===== src/design/yts_pkg.sv =====
// Types, codes and character helpers of the YAML token scanner.
package yts_pkg;

  // Token kinds on the result channel.
  localparam logic [3:0] KIND_VALUE     = 4'd0;
  localparam logic [3:0] KIND_HYPHEN    = 4'd1;
  localparam logic [3:0] KIND_MAPPER    = 4'd2;
  localparam logic [3:0] KIND_COMMENT   = 4'd3;
  localparam logic [3:0] KIND_EOL       = 4'd4;
  localparam logic [3:0] KIND_INDENT    = 4'd5;
  localparam logic [3:0] KIND_FOLDED    = 4'd6;
  localparam logic [3:0] KIND_LITERAL   = 4'd7;
  localparam logic [3:0] KIND_PLAIN_END = 4'd8;
  localparam logic [3:0] KIND_TRUE      = 4'd9;
  localparam logic [3:0] KIND_FALSE     = 4'd10;
  localparam logic [3:0] KIND_NULL      = 4'd11;
  localparam logic [3:0] KIND_QUOTE_END = 4'd12;
  localparam logic [3:0] KIND_QUOTE_ERR = 4'd13;
  localparam logic [3:0] KIND_END       = 4'd14;

  // Scanner modes.
  localparam logic [2:0] MODE_START = 3'd0;
  localparam logic [2:0] MODE_PLAIN = 3'd1;
  localparam logic [2:0] MODE_DQ    = 3'd2;
  localparam logic [2:0] MODE_SQ    = 3'd3;
  localparam logic [2:0] MODE_END   = 3'd4;

  // Keyword slots in the match vector.
  localparam logic [1:0] KW_TRUE  = 2'd0;
  localparam logic [1:0] KW_FALSE = 2'd1;
  localparam logic [1:0] KW_NULL  = 2'd2;
  localparam int         KW_COUNT = 3;

  localparam logic [2:0] LEN_MAX = 3'd7;

  // Characters.
  localparam logic [7:0] CH_PIPE   = 8'h7C;
  localparam logic [7:0] CH_GT     = 8'h3E;
  localparam logic [7:0] CH_COLON  = 8'h3A;
  localparam logic [7:0] CH_HYPHEN = 8'h2D;
  localparam logic [7:0] CH_HASH   = 8'h23;
  localparam logic [7:0] CH_LF     = 8'h0A;
  localparam logic [7:0] CH_CR     = 8'h0D;
  localparam logic [7:0] CH_SPACE  = 8'h20;
  localparam logic [7:0] CH_DQUOTE = 8'h22;
  localparam logic [7:0] CH_SQUOTE = 8'h27;
  localparam logic [7:0] CH_DOT    = 8'h2E;

  // Result queue geometry.
  localparam int QDEPTH = 4;
  localparam int QAW    = $clog2(QDEPTH);

  typedef struct packed {
    logic [3:0] kind;
    logic [7:0] value;
    logic       last;
  } token_t;

  // Up to two tokens pushed into the result queue per scanned item.
  typedef struct packed {
    logic   push0;
    logic   push1;
    token_t tok0;
    token_t tok1;
  } push_t;

  function automatic token_t mk_tok(input logic [3:0] kind, input logic [7:0] b,
                                    input logic lst);
    token_t t;
    t.kind  = kind;
    t.value = (kind == KIND_VALUE) ? b : 8'h00;
    t.last  = lst;
    return t;
  endfunction

  function automatic logic [7:0] to_lower(input logic [7:0] c);
    return (c >= "A" && c <= "Z") ? c + 8'd32 : c;
  endfunction

  function automatic logic is_plain_start(input logic [7:0] c);
    return (c >= "a" && c <= "z") || (c >= "A" && c <= "Z") ||
           (c >= "0" && c <= "9") || (c == CH_DOT);
  endfunction

  // True when keyword idx has character lc at position pos.
  function automatic logic kw_hit(input logic [1:0] idx, input logic [2:0] pos,
                                  input logic [7:0] lc);
    logic [7:0] ch;
    logic       ok;
    ch = 8'h00;
    ok = 1'b1;
    unique case (idx)
      KW_TRUE: begin
        unique case (pos)
          3'd0: ch = "t";
          3'd1: ch = "r";
          3'd2: ch = "u";
          3'd3: ch = "e";
          default: ok = 1'b0;
        endcase
      end
      KW_FALSE: begin
        unique case (pos)
          3'd0: ch = "f";
          3'd1: ch = "a";
          3'd2: ch = "l";
          3'd3: ch = "s";
          3'd4: ch = "e";
          default: ok = 1'b0;
        endcase
      end
      KW_NULL: begin
        unique case (pos)
          3'd0: ch = "n";
          3'd1: ch = "u";
          3'd2: ch = "l";
          3'd3: ch = "l";
          default: ok = 1'b0;
        endcase
      end
      default: ok = 1'b0;
    endcase
    return ok && (ch == lc);
  endfunction

endpackage


===== src/design/yts_scanner.sv =====
// Input register, scanner state and per-byte token decode.
module yts_scanner import yts_pkg::*; (
  input  logic       clk,
  input  logic       rst,
  input  logic       in_valid,
  output logic       in_ready,
  input  logic [7:0] in_byte,
  input  logic       end_of_input,
  input  logic       room,
  output push_t      push
);

  logic       st_valid;
  logic [7:0] st_byte;
  logic       st_eoi;

  logic [2:0] mode, mode_next;
  logic       skip, skip_next;
  logic [2:0] len, len_next;
  logic [2:0] kmatch, kmatch_next;

  logic       advance;
  logic [7:0] lc;
  logic [2:0] first_km, step_km;
  logic [2:0] len_inc;

  // Start-mode decode of the staged byte.
  logic       s_emit;
  token_t     s_tok;
  logic [2:0] s_mode;
  logic       s_plain;
  logic       s_quote;

  logic       term;
  logic [3:0] end_kind;
  logic [7:0] quote_ch;
  push_t      raw;

  assign in_ready = !st_valid || room;
  assign advance  = st_valid && room;

  always_ff @(posedge clk) begin
    if (rst) begin
      st_valid <= 1'b0;
    end else if (in_ready) begin
      st_valid <= in_valid;
    end
  end

  always_ff @(posedge clk) begin
    if (in_ready && in_valid) begin
      st_byte <= in_byte;
      st_eoi  <= end_of_input;
    end
  end

  assign lc      = to_lower(st_byte);
  assign len_inc = (len < LEN_MAX) ? len + 3'd1 : len;

  always_comb begin
    for (int i = 0; i < KW_COUNT; i++) begin
      first_km[i] = kw_hit(2'(i), 3'd0, lc);
      step_km[i]  = kmatch[i] && kw_hit(2'(i), len, lc);
    end
  end

  always_comb begin
    s_emit  = 1'b1;
    s_mode  = MODE_START;
    s_plain = 1'b0;
    s_quote = 1'b0;
    s_tok   = mk_tok(KIND_END, 8'h00, 1'b1);
    if (st_eoi) begin
      s_mode = MODE_END;
    end else begin
      unique case (st_byte)
        CH_PIPE:   s_tok = mk_tok(KIND_LITERAL, 8'h00, 1'b1);
        CH_GT:     s_tok = mk_tok(KIND_FOLDED, 8'h00, 1'b1);
        CH_COLON:  s_tok = mk_tok(KIND_MAPPER, 8'h00, 1'b1);
        CH_HYPHEN: s_tok = mk_tok(KIND_HYPHEN, 8'h00, 1'b1);
        CH_HASH:   s_tok = mk_tok(KIND_COMMENT, 8'h00, 1'b1);
        CH_LF:     s_tok = mk_tok(KIND_EOL, 8'h00, 1'b1);
        CH_SPACE:  s_tok = mk_tok(KIND_INDENT, 8'h00, 1'b1);
        CH_DQUOTE: begin
          s_emit  = 1'b0;
          s_mode  = MODE_DQ;
          s_quote = 1'b1;
        end
        CH_SQUOTE: begin
          s_emit  = 1'b0;
          s_mode  = MODE_SQ;
          s_quote = 1'b1;
        end
        default: begin
          if (is_plain_start(st_byte)) begin
            s_mode  = MODE_PLAIN;
            s_plain = 1'b1;
            s_tok   = mk_tok(KIND_VALUE, st_byte, 1'b1);
          end else begin
            s_emit = 1'b0;
          end
        end
      endcase
    end
  end

  assign term = st_eoi || (st_byte == CH_LF) || (st_byte == CH_COLON) ||
                (st_byte == CH_HASH);

  always_comb begin
    priority if (kmatch[KW_TRUE] && len == 3'd4) begin
      end_kind = KIND_TRUE;
    end else if (kmatch[KW_FALSE] && len == 3'd5) begin
      end_kind = KIND_FALSE;
    end else if (kmatch[KW_NULL] && len == 3'd4) begin
      end_kind = KIND_NULL;
    end else begin
      end_kind = KIND_PLAIN_END;
    end
  end

  assign quote_ch = (mode == MODE_DQ) ? CH_DQUOTE : CH_SQUOTE;

  always_comb begin
    mode_next   = mode;
    skip_next   = skip;
    len_next    = len;
    kmatch_next = kmatch;
    raw         = '0;
    unique case (mode)
      MODE_END: begin
        raw.push0 = 1'b1;
        raw.tok0  = mk_tok(KIND_END, 8'h00, 1'b1);
      end
      MODE_PLAIN: begin
        if (term) begin
          // Close the scalar, then rescan the terminator from start mode.
          raw.push0   = 1'b1;
          raw.tok0    = mk_tok(end_kind, 8'h00, 1'b0);
          raw.push1   = 1'b1;
          raw.tok1    = s_tok;
          mode_next   = s_mode;
          len_next    = 3'd0;
          kmatch_next = 3'b111;
        end else if (st_byte != CH_CR) begin
          len_next    = len_inc;
          kmatch_next = step_km;
          raw.push0   = 1'b1;
          raw.tok0    = mk_tok(KIND_VALUE, st_byte, 1'b1);
        end
      end
      MODE_DQ, MODE_SQ: begin
        priority if (st_eoi) begin
          raw.push0 = 1'b1;
          raw.tok0  = mk_tok(KIND_QUOTE_ERR, 8'h00, 1'b1);
          mode_next = MODE_END;
          skip_next = 1'b0;
        end else if (st_byte == quote_ch) begin
          raw.push0 = 1'b1;
          raw.tok0  = mk_tok(KIND_QUOTE_END, 8'h00, 1'b1);
          mode_next = MODE_START;
          skip_next = 1'b0;
        end else if (st_byte == CH_CR) begin
          raw.push0 = 1'b0;
        end else if (skip && st_byte == CH_SPACE) begin
          raw.push0 = 1'b0;
        end else begin
          skip_next = (st_byte == CH_LF);
          raw.push0 = 1'b1;
          raw.tok0  = mk_tok(KIND_VALUE, st_byte, 1'b1);
        end
      end
      default: begin
        mode_next = s_mode;
        if (s_plain) begin
          len_next    = 3'd1;
          kmatch_next = first_km;
        end
        if (s_quote) begin
          skip_next = 1'b0;
        end
        raw.push0 = s_emit;
        raw.tok0  = s_tok;
      end
    endcase
  end

  always_comb begin
    push       = raw;
    push.push0 = raw.push0 && advance;
    push.push1 = raw.push1 && advance;
  end

  always_ff @(posedge clk) begin
    if (rst) begin
      mode   <= MODE_START;
      skip   <= 1'b0;
      len    <= 3'd0;
      kmatch <= 3'b111;
    end else if (advance) begin
      mode   <= mode_next;
      skip   <= skip_next;
      len    <= len_next;
      kmatch <= kmatch_next;
    end
  end

endmodule


===== src/design/yts_result_fifo.sv =====
// Result queue: takes up to two tokens per cycle, hands out one.
module yts_result_fifo import yts_pkg::*; (
  input  logic       clk,
  input  logic       rst,
  input  push_t      push,
  output logic       room,
  output logic       out_valid,
  input  logic       out_ready,
  output logic [3:0] token_kind,
  output logic [7:0] value_byte,
  output logic       last
);

  token_t         mem [QDEPTH];
  logic [QAW-1:0] wr_ptr, rd_ptr;
  logic [QAW:0]   count, count_next;
  logic           pop;
  logic [QAW:0]   n_push;
  token_t         head;

  assign out_valid = (count != '0);
  assign pop       = out_valid && out_ready;
  assign room      = (count <= (QAW+1)'(QDEPTH - 2));
  assign n_push    = (QAW+1)'(push.push0) + (QAW+1)'(push.push1);
  assign count_next = count + n_push - (QAW+1)'(pop);

  always_ff @(posedge clk) begin
    if (push.push0) begin
      mem[wr_ptr] <= push.tok0;
    end
    if (push.push1) begin
      mem[wr_ptr + QAW'(1)] <= push.tok1;
    end
  end

  always_ff @(posedge clk) begin
    if (rst) begin
      wr_ptr <= '0;
      rd_ptr <= '0;
      count  <= '0;
    end else begin
      wr_ptr <= wr_ptr + n_push[QAW-1:0];
      if (pop) begin
        rd_ptr <= rd_ptr + QAW'(1);
      end
      count <= count_next;
    end
  end

  assign head       = mem[rd_ptr];
  assign token_kind = head.kind;
  assign value_byte = head.value;
  assign last       = head.last;

endmodule


===== src/design/yaml_token_scanner.sv =====
// Top level of the YAML token scanner: input stage, scanner and result queue.
//
// Usage:
//   Input channel (in_valid/in_ready) carries one character per transaction in
//   in_byte, or an end-of-input mark when end_of_input is high. Output channel
//   (out_valid/out_ready) carries one token event per transaction: token_kind,
//   value_byte (nonzero only for scalar bytes) and last, which flags the final
//   token caused by one input transaction. An input causes zero, one or two
//   tokens; two only where a terminator closes a plain scalar.
//   Data path: a byte is registered on acceptance, decoded from the staged
//   register and written into a four-entry result queue, which then offers
//   its first token. Throughput: one input per cycle while the receiver
//   keeps up. An item that closes a plain scalar yields two tokens while
//   the receiver takes one per transaction, so a long run of such items
//   fills the queue and stalls the input side.
//   in_ready depends only on registered state: the staged byte moves on
//   whenever the queue has room for two tokens.
//   Reset (rst, synchronous): empties the stage and queue and returns the
//   scanner to start mode. Receiver stall: tokens wait in the queue with
//   payload held; once the queue is nearly full the input side stalls too.
module yaml_token_scanner import yts_pkg::*; (
  input  logic       clk,
  input  logic       rst,
  input  logic       in_valid,
  output logic       in_ready,
  input  logic [7:0] in_byte,
  input  logic       end_of_input,
  output logic       out_valid,
  input  logic       out_ready,
  output logic [3:0] token_kind,
  output logic [7:0] value_byte,
  output logic       last
);

  push_t push;
  logic  room;

  // Stage the byte, track mode and keyword match, build up to two tokens.
  yts_scanner u_scanner (
    .clk          (clk),
    .rst          (rst),
    .in_valid     (in_valid),
    .in_ready     (in_ready),
    .in_byte      (in_byte),
    .end_of_input (end_of_input),
    .room         (room),
    .push         (push)
  );

  // Hold tokens until the receiver takes them.
  yts_result_fifo u_fifo (
    .clk        (clk),
    .rst        (rst),
    .push       (push),
    .room       (room),
    .out_valid  (out_valid),
    .out_ready  (out_ready),
    .token_kind (token_kind),
    .value_byte (value_byte),
    .last       (last)
  );

endmodule


===== config.mk =====
export PLATFORM = sky130hd
export DESIGN_NAME = yaml_token_scanner
export DESIGN_NICKNAME = d
export VERILOG_FILES = /design/src/design/yts_pkg.sv /design/src/design/yts_scanner.sv /design/src/design/yts_result_fifo.sv /design/src/design/yaml_token_scanner.sv
export SDC_FILE = /design/constraint.sdc
export NUM_CORES = 1
export LEC_CHECK = 0
export ABC_AREA = 0
export BUFFER_PORTS_ARGS = -buffer_cell sky130_fd_sc_hd__buf_2
export CELL_PAD_IN_SITES_DETAIL_PLACEMENT = 0
export CELL_PAD_IN_SITES_GLOBAL_PLACEMENT = 1
export CORE_MARGIN = 1.5
export CORE_UTILIZATION = 35
export DETAILED_ROUTE_END_ITERATION = 16
export GPL_ROUTABILITY_DRIVEN = 0
export PLACE_DENSITY = 0.67
export RECOVER_POWER = 25
export SETUP_SLACK_MARGIN = 0.2
export SYNTH_ARGS = -nofsm -noshare
export SYNTH_HDL_FRONTEND = slang
export SYNTH_SLANG_ARGS = --single-unit

===== constraint.sdc =====
create_clock -name clk -period 9 [get_ports clk]
set_input_delay 0.9 -clock clk [delete_from_list [all_inputs] [get_ports clk]]
set_output_delay 0.9 -clock clk [all_outputs]
set_load 0.03 [all_outputs]

==> impl_summary.md, run 1 <==
Synth
In this run, synthesis produced a sequential element count of 81. The number of flops mapped to enable cells by yosys is 61. Yosys attributes the largest share of cell area to edfxtp_1 37%, dfxtp_1 8.1%, mux4_2 5.9%, ha_1 3.1%, nand2_1 2.9%. The proportion of synthesized chip area in sequential cells is 45.35%. The biggest area contributor in the post-synthesis netlist is edfxtp_1.

The predominant post-synthesis flop cell is edfxtp_1. In the synthesized netlist, the number of instances is 468. After synthesis, the netlist uses 81 different library cells. The mean post-synth cell area is 10.52 sq um. The count of yosys warnings during synthesis is 0. The net count after synthesis is 494.

The share of flip-flops with an asynchronous set or reset after synthesis is 0%. Summed over its instances, the top area cell type makes up 37.21% of the synthesized netlist area. In this run the cell area of the synthesized design comes to 4922 sq um.

Power and ir drop
The worst-case IR drop observed on VDD is 153.7 uV. The cell leakage power is 1.857 nW. The total power divided by cell area is 211.6 nW/um^2. The overall power consumption is 1.152 mW.

STA
The minimum clock period after layout is 4.109 ns. The slew at the pin closest to its max-slew limit is 0.9867 ns. The final setup slack of the worst path is 4.891 ns. After routing, the total negative slack on setup checks comes to 0 ns. The number of endpoints with negative hold slack in the final report was 0.

After layout, the worst path uses 45.65% of the clock period. The number of slew-limit violations in the final report is 0. On the final layout, the worst clock skew is 0.007035 ns.

Measured against its own limit, the worst slew margin works out to 34.22%. Setup violations remaining at the end of the flow were counted as 0. Setup repair after global routing left no endpoint under its margin. The highest attainable clock frequency is 243.4 MHz.

Clock tree
The count of H-tree levels built during CTS is 3. TritonCTS built the clock tree. The number of hold-repair buffers added at the cts stage is 0. The CTS root buffer is clkbuf_16. Once the clock tree was built, the resizer swapped 0 gates to a different size. The clock insertion delay at the later pin of the skew report is 0.35 ns. The clock passes through at most 2 buffers. Buffers added to address setup during post-CTS repair amount to 0. The number of CTS-inserted buffers is 9. The register clock-pin slew on the reported worst setup and hold paths is 0.06 ns. For this design, the sink count on the clock tree is 81.

Die
From bottom edge to top edge, the die measures 121.6 um. The starting density of the core is 35.60%. The number of I/O pins is 28. The floorplan step defined a core boundary enclosing 13830 sq um.

The floorplan has 43 rows. The floorplan step defined a die boundary enclosing 14780 sq um. The die is 121.6 um wide.

Route
The detailed-router iteration count before antenna repair is 6. The overall routed net length is 12050 um. After detailed routing, the met3 layer carries 475 um of wire. Using the TritonRoute via totals, the vias-per-cell ratio works out to 5.577. The routed length on met2 is 5767 um. The routed length per instance is 18.20 um. The final antenna-violating net count is 0. The detailed-route via count is 3692. After detailed routing, the number of remaining DRC violations is 0. The top layer reached by signal wires is met4.

The routed metal-1 wire length is 5593 um. The number of design-rule violations left by the first detailed-router iteration is 346.

Cells and area
Cells with a size suffix above 1 make up 17.01% of the layout. The count of fill cells added during filler insertion is 1335. The final core utilization is 39.36%.

In the layout the commonest cells are 61 x edfxtp_1, 38 x nand2_1, 33 x nor2_1, 28 x a21oi_1, 23 x buf_2. The number of antenna diodes in the final layout is 0. Leaving out fill and tap cells, the most frequent cell in the layout is edfxtp_1. From synthesis to final layout, the design area changed by 10.57%. In the final design database the tool counted 503 nets.

Global route
The via count of the first global-routing pass was 3640. Across every metal layer, demand over resource in global routing totals 17.58%. The number of antenna violations at the first check in global routing is 0. The wire length of the first global-routing pass is 19530 um. The largest net degree at the start of global routing is 31. Global routing finished with a remaining overflow of 0.

Placed design
Prior to clock tree synthesis, the placed netlist has a worst setup slack of 4.947 ns. Buffers placed on the I/O ports in this run total 27. The total half-perimeter wirelength after legalization and detailed placement is 8633 um.

Outcome
The flow ran to the end, and the final reports show no timing, DRC or antenna violations.

Min path
The path class of the tightest hold or removal check is reg -> reg.

Worst setup path
The worst path required time is 9.21 ns. The type of element capturing the critical path is a register. The path type of the worst setup path is reg -> reg.

The critical path startpoint category is a register. Along the worst path, the maximum fanout reaches 30. The arrival time reported for the critical path endpoint is 4.32 ns.

Run
Across the run, the number of max-cap violations was 0.
[critical path, cell delays in order, from the launching register on]
cell      delay, ns
edfxtp_1       1.00
and4bb_1       0.35
a32o_1         0.30
a32o_1         0.30
o41ai_1        0.43
nand2_1        0.09
nand2_1        0.15
inv_2          0.05
ha_1           0.17
inv_1          0.08
ha_1           0.25
fa_1           0.43
xnor2_1        0.19
xnor2_1        0.14
nor2_1         0.05
[flip-flops by register name, summed over array words and instances (netlist names), named ones only]
name / count
u_fifo.count: 3
u_fifo.mem: 52
u_fifo.rd_ptr: 2
u_fifo.wr_ptr: 2
u_scanner.kmatch: 3
u_scanner.len: 3
u_scanner.mode: 3
u_scanner.skip: 1
u_scanner.st_byte: 8
u_scanner.st_eoi: 1
u_scanner.st_valid: 1
[cells by family (layout without fill, tap and decap cells)]
logic type,count (synthesis),in the layout,share of synthesized area [%]
mux,18,18,7.067
xor+xnor,15,15,2.669
fa+ha+maj,13,13,3.457
compound gates,111,111,15.86
simple gates,178,178,20.74
buf+inv,52,66,4.855
flops,81,81,45.35
[worst paths after layout]
kind / start / endpoint / slack [ns] / depth (start not counted)
max: u_scanner.st_byte[2] / u_fifo.count[2] / 4.89 / 14
max reg2reg: u_scanner.st_byte[2] / u_fifo.count[2] / 4.89 / 14
min: u_scanner.skip / u_scanner.skip / 0.51 / 2
min reg2reg: u_scanner.skip / u_scanner.skip / 0.51 / 2
[routing by layer]
metal | global-route usage (%) | vias to the layer above
met3 | 4.354 | 15
met4 | 6.544 | 0
li1 | - | 1793
met2 | 28.18 | 91
met1 | 23.07 | 1793
met5 | 0 | -
[power by group]
part / internal [mW] / switching, mW / leakage [nW] / total [mW]
combinational: 0.125 / 0.165 / 0.984 / 0.290
sequential: 0.435 / 0.0528 / 0.721 / 0.488
clock: 0.218 / 0.156 / 0.152 / 0.374
[cell usage after synthesis (4+ instances only)]
library cell,instances
buf_1,4
o211ai_1,4
o21ai_1,10
or3_1,5
and2_1,20
nor2b_1,12
nor3_1,9
buf_2,8
o21ai_0,10
ha_1,12
edfxtp_1,61
a21oi_1,28
mux2_2,4
a32o_1,6
nand4_1,6
mux4_2,13
a22oi_1,5
xnor2_1,12
inv_1,16
dfxtp_1,20
nand2b_1,6
nand2_1,38
clkbuf_1,15
nand3_1,14
nor2_1,33
a31oi_1,10
[area by class of cell]
cell class	count	area [sq um]	area share [%]
Clock buffer	9	225.2	4.138
Clock inverter	7	77.57	1.425
Inverter	19	71.32	1.310
Multi-Input combinational cell	335	2451	45.03
Sequential cell	81	2232	41.01
Tap cell	180	225.2	4.138
Timing Repair Buffer	31	160.2	2.943
[per-stage QoR]
step	hold WS [ns]	std cells	cell area [sq um]
final	0.5095	662	5443
after global routing	0.5420	662	5443
after CTS	0.5032	662	5453
after detailed placement	0.4933	646	5150
after global placement	0.4855	646	5150
after floorplan	0.4444	468	4922
No activity file was read; power rests on OpenSTA's default activity.
==> inputs of run 2 (changes only) <==
PLACE_DENSITY = 0.69   (was 0.67)
clock period = 3.64 ns   (was 9 ns; I/O delays follow)
==> run 2 against run 1 <==
- clock skew shrank 0.0028 ns
- critical path depth did not move
- via count grew 4.6%
- core utilization is 2.9 points higher
- cell area up 7.5%
- fmax grew 26%
- critical path type unchanged
- largest cell class unchanged
==> impl_summary.md, run 2 (synthesis results as in run 1) <==
Global route
The combined global-route utilization of all metal layers is 17.80% (was 17.58%). The number of antenna violations at the first check in global routing was 0 (unchanged). The wire length of the first global-routing pass came to 19890 um (was 19530 um). The largest net degree at the start of global routing was 18 (was 31).

The total congestion overflow was 0 (unchanged). The via count of the first global-routing pass is 3696 (was 3640).

Placed design
The total half-perimeter wirelength after legalization and detailed placement is 9251 um (was 8633 um). The number of buffers inserted by port buffering was 27 (unchanged). The cell count after placement is 667 (was 646). The setup slack after placement is 0.1547 ns (was 4.947 ns).

The placed cell area came to 5320 sq um (was 5150 sq um).

Route
The total DRC errors in the routed layout is 0 (unchanged). The detailed-router iteration count before antenna repair came to 5 (was 6). The routed length per instance is 17.90 um (was 18.20 um). The per-cell via count in the routed design is 5.492 (was 5.577). The detailed-route via count was 3861 (was 3692). The final antenna-violating net count is 0 (unchanged). The overall routed net length is 12580 um (was 12050 um). The number of design-rule violations left by the first detailed-router iteration is 366 (was 346).

Power and ir drop
The cell leakage power is 2.055 nW (was 1.857 nW). The largest vdd supply drop is 203.4 uV (was 153.7 uV). The total power divided by cell area came to 507.3 nW/um^2 (was 211.6 nW/um^2).

The overall power consumption is 2.967 mW (was 1.152 mW).

Clock tree
The CTS tree is done (unchanged). The clock insertion delay at the later pin of the skew report is 0.34 ns (was 0.35 ns). The register clock-pin slew on the reported worst setup and hold paths is 0.06 ns (about the same). The number of buffers between clock root and the deepest sink is 2 (unchanged). The CTS root buffer is clkbuf_16 (unchanged). The number of hold-repair buffers added at the cts stage is 0 (unchanged). The count of H-tree levels built during CTS is 3 (unchanged). The number of CTS-inserted buffers is 9 (unchanged). The TritonCTS sink count is 81 (unchanged).

Cells and area
The count of fill cells added during filler insertion is 1332 (was 1335). The ratio of cells with drive above 1 in the final layout is 23.14% (was 17.01%). The number of cells in the finished layout apart from fillers came to 703 (was 662). The net count of the finished layout is 544 (was 503).

The storage element area was 2232 sq um (unchanged). The diode insertion count for antenna repair is 0 (unchanged). Biggest registers after layout: u_fifo.mem x52, u_scanner.st_byte x8 (unchanged). The number of flip-flops in the largest register is 52 (unchanged). The final core utilization is 42.30% (was 39.36%). The register bank with the most flops was u_fifo.mem (unchanged). The layout overhead on the synthesized area was 18.84% (was 10.57%).

The combined area of the multi-input logic cells came to 2511 sq um (was 2451 sq um). Most frequent cells in the layout: 61 x edfxtp_1, 40 x buf_4, 36 x nand2_1, 33 x nor2_1, 27 x a21oi_1 (was 61 x edfxtp_1, 38 x nand2_1, 33 x nor2_1, 28 x a21oi_1, 23 x buf_2). The total non-filler cell area in the finished layout came to 5849 sq um (was 5443 sq um). The most common cell after layout, fill and taps aside is edfxtp_1 (unchanged).

Min path
The startpoint of the tightest hold check path is end_of_input (was u_scanner.skip). The path category of the worst min-delay check is in -> reg (was reg -> reg).

STA
The post-route clock skew is 0.004270 ns (was 0.007035 ns). The post-route worst hold slack is 0.1933 ns (was 0.5095 ns). The total negative slack for setup checks is 0 ns (unchanged). The number of endpoints with negative hold slack in the final report was 0 (unchanged). The minimum clock period after layout is 3.263 ns (was 4.109 ns).

The post-route clock period utilization was 89.66% (was 45.65%). The tightest slew margin relative to the limit is 38.65% (was 34.22%). The slew at the pin closest to its max-slew limit is 0.9190 ns (was 0.9867 ns). Setup repair after global routing missed its margin: no (unchanged).

The number of slew-limit violations in the final report is 0 (unchanged). The final setup slack of the worst path came to 0.3766 ns (was 4.891 ns). The highest attainable clock frequency was 306.4 MHz (was 243.4 MHz). The total of endpoints with negative setup slack in the final report is 0 (unchanged).

Die
The starting density of the core was 35.60% (unchanged). The overall die height is 121.6 um (unchanged). The core region area was 13830 sq um (unchanged). The area of the die was 14780 sq um (unchanged). The total number of placement rows came to 43 (unchanged). The number of I/O pins is 28 (unchanged). The die width came to 121.6 um (unchanged).

Worst setup path
The timing startpoint of the critical path is u_scanner.st_byte[7] (was u_scanner.st_byte[2]). The worst path required time is 3.86 ns (was 9.21 ns). The critical path startpoint category is a register (unchanged). The critical path's largest stage delay was 0.51 ns (was 1.00 ns). The path type of the worst setup path is reg -> reg (unchanged). Chain of cells forming the critical path: clkbuf_1 > or3_4 > a211o_1 > a21oi_1 > nand2_1 > nand2_2 > inv_2 > ha_4 > ha_1 > inv_1 > fa_2 > xnor2_2 > xnor2_1 > nor2_1 (was and4bb_1 > a32o_1 > a32o_1 > o41ai_1 > nand2_1 > nand2_1 > inv_2 > ha_1 > inv_1 > ha_1 > fa_1 > xnor2_1 > xnor2_1 > nor2_1). The cell with the largest stage delay on the worst path is edfxtp_1 (unchanged).

The source of the worst register-to-register timing path was u_scanner.st_byte[7] (was u_scanner.st_byte[2]). The arrival time reported for the critical path endpoint is 3.48 ns (was 4.32 ns). The type of element capturing the critical path is a register (unchanged).

The maximum fanout along the worst path is 7 (was 30).

Run
The max-capacitance violation count is 0 (unchanged).

Outcome
Result of the run: completed (unchanged).
## run 2: repair_timing
item | CTS | global route
resized for setup | 5 | 8
endpoints found under the setup margin | 1 | 1
cloned | 1 | 0
pin swaps | 0 | 7
buffers inserted | 1 | 18
## run 2: area by class of cell
cell class,count,area share (%)
Multi-Input combinational cell,335,42.93
Sequential cell,81,38.16
Timing Repair Buffer,72,8.471
Clock buffer,11,3.979
Tap cell,180,3.850
Clock inverter,5,1.390
Inverter,19,1.219
## run 2: worst paths after layout
check	endpoint	slack [ns]	cells after the start
min	u_scanner.st_eoi	0.19	1
max reg2reg	u_fifo.count[2]	0.38	14
min reg2reg	u_scanner.st_valid	0.53	2
max	u_fifo.count[2]	0.38	14
## run 2: routing by layer
| layer | vias to the layer above | part of all wire (%) | track usage (%) |
|---|---|---|---|
| li1 | 1859 | - | - |
| met2 | 125 | 47 | 28.74 |
| met4 | 0 | 2.5 | 6.324 |
| met5 | - | 0 | 0 |
| met1 | 1851 | 45 | 23.27 |
| met3 | 26 | 5.4 | 4.448 |
## run 2: critical path, delay by kind of cell, from the launching register on
| family | cells | cell delay (ns) |
|---|---|---|
| AOI/OAI and AO/OA | 2 | 0.53 |
| xor gates and xnor gates | 2 | 0.31 |
| adders and majority gates | 3 | 0.79 |
| buffers and inverters | 3 | 0.33 |
| DFF | 1 | 0.51 |
| and+or+nand+nor | 4 | 0.67 |
## run 2: report_power, final
group / total, mW / leakage (nW) / internal (mW) / switching, mW
combinational: 0.842 / 1.18 / 0.368 / 0.474
sequential: 1.17 / 0.721 / 1.08 / 0.0939
clock: 0.956 / 0.150 / 0.601 / 0.356
total: 2.97 / 2.05 / 2.04 / 0.923
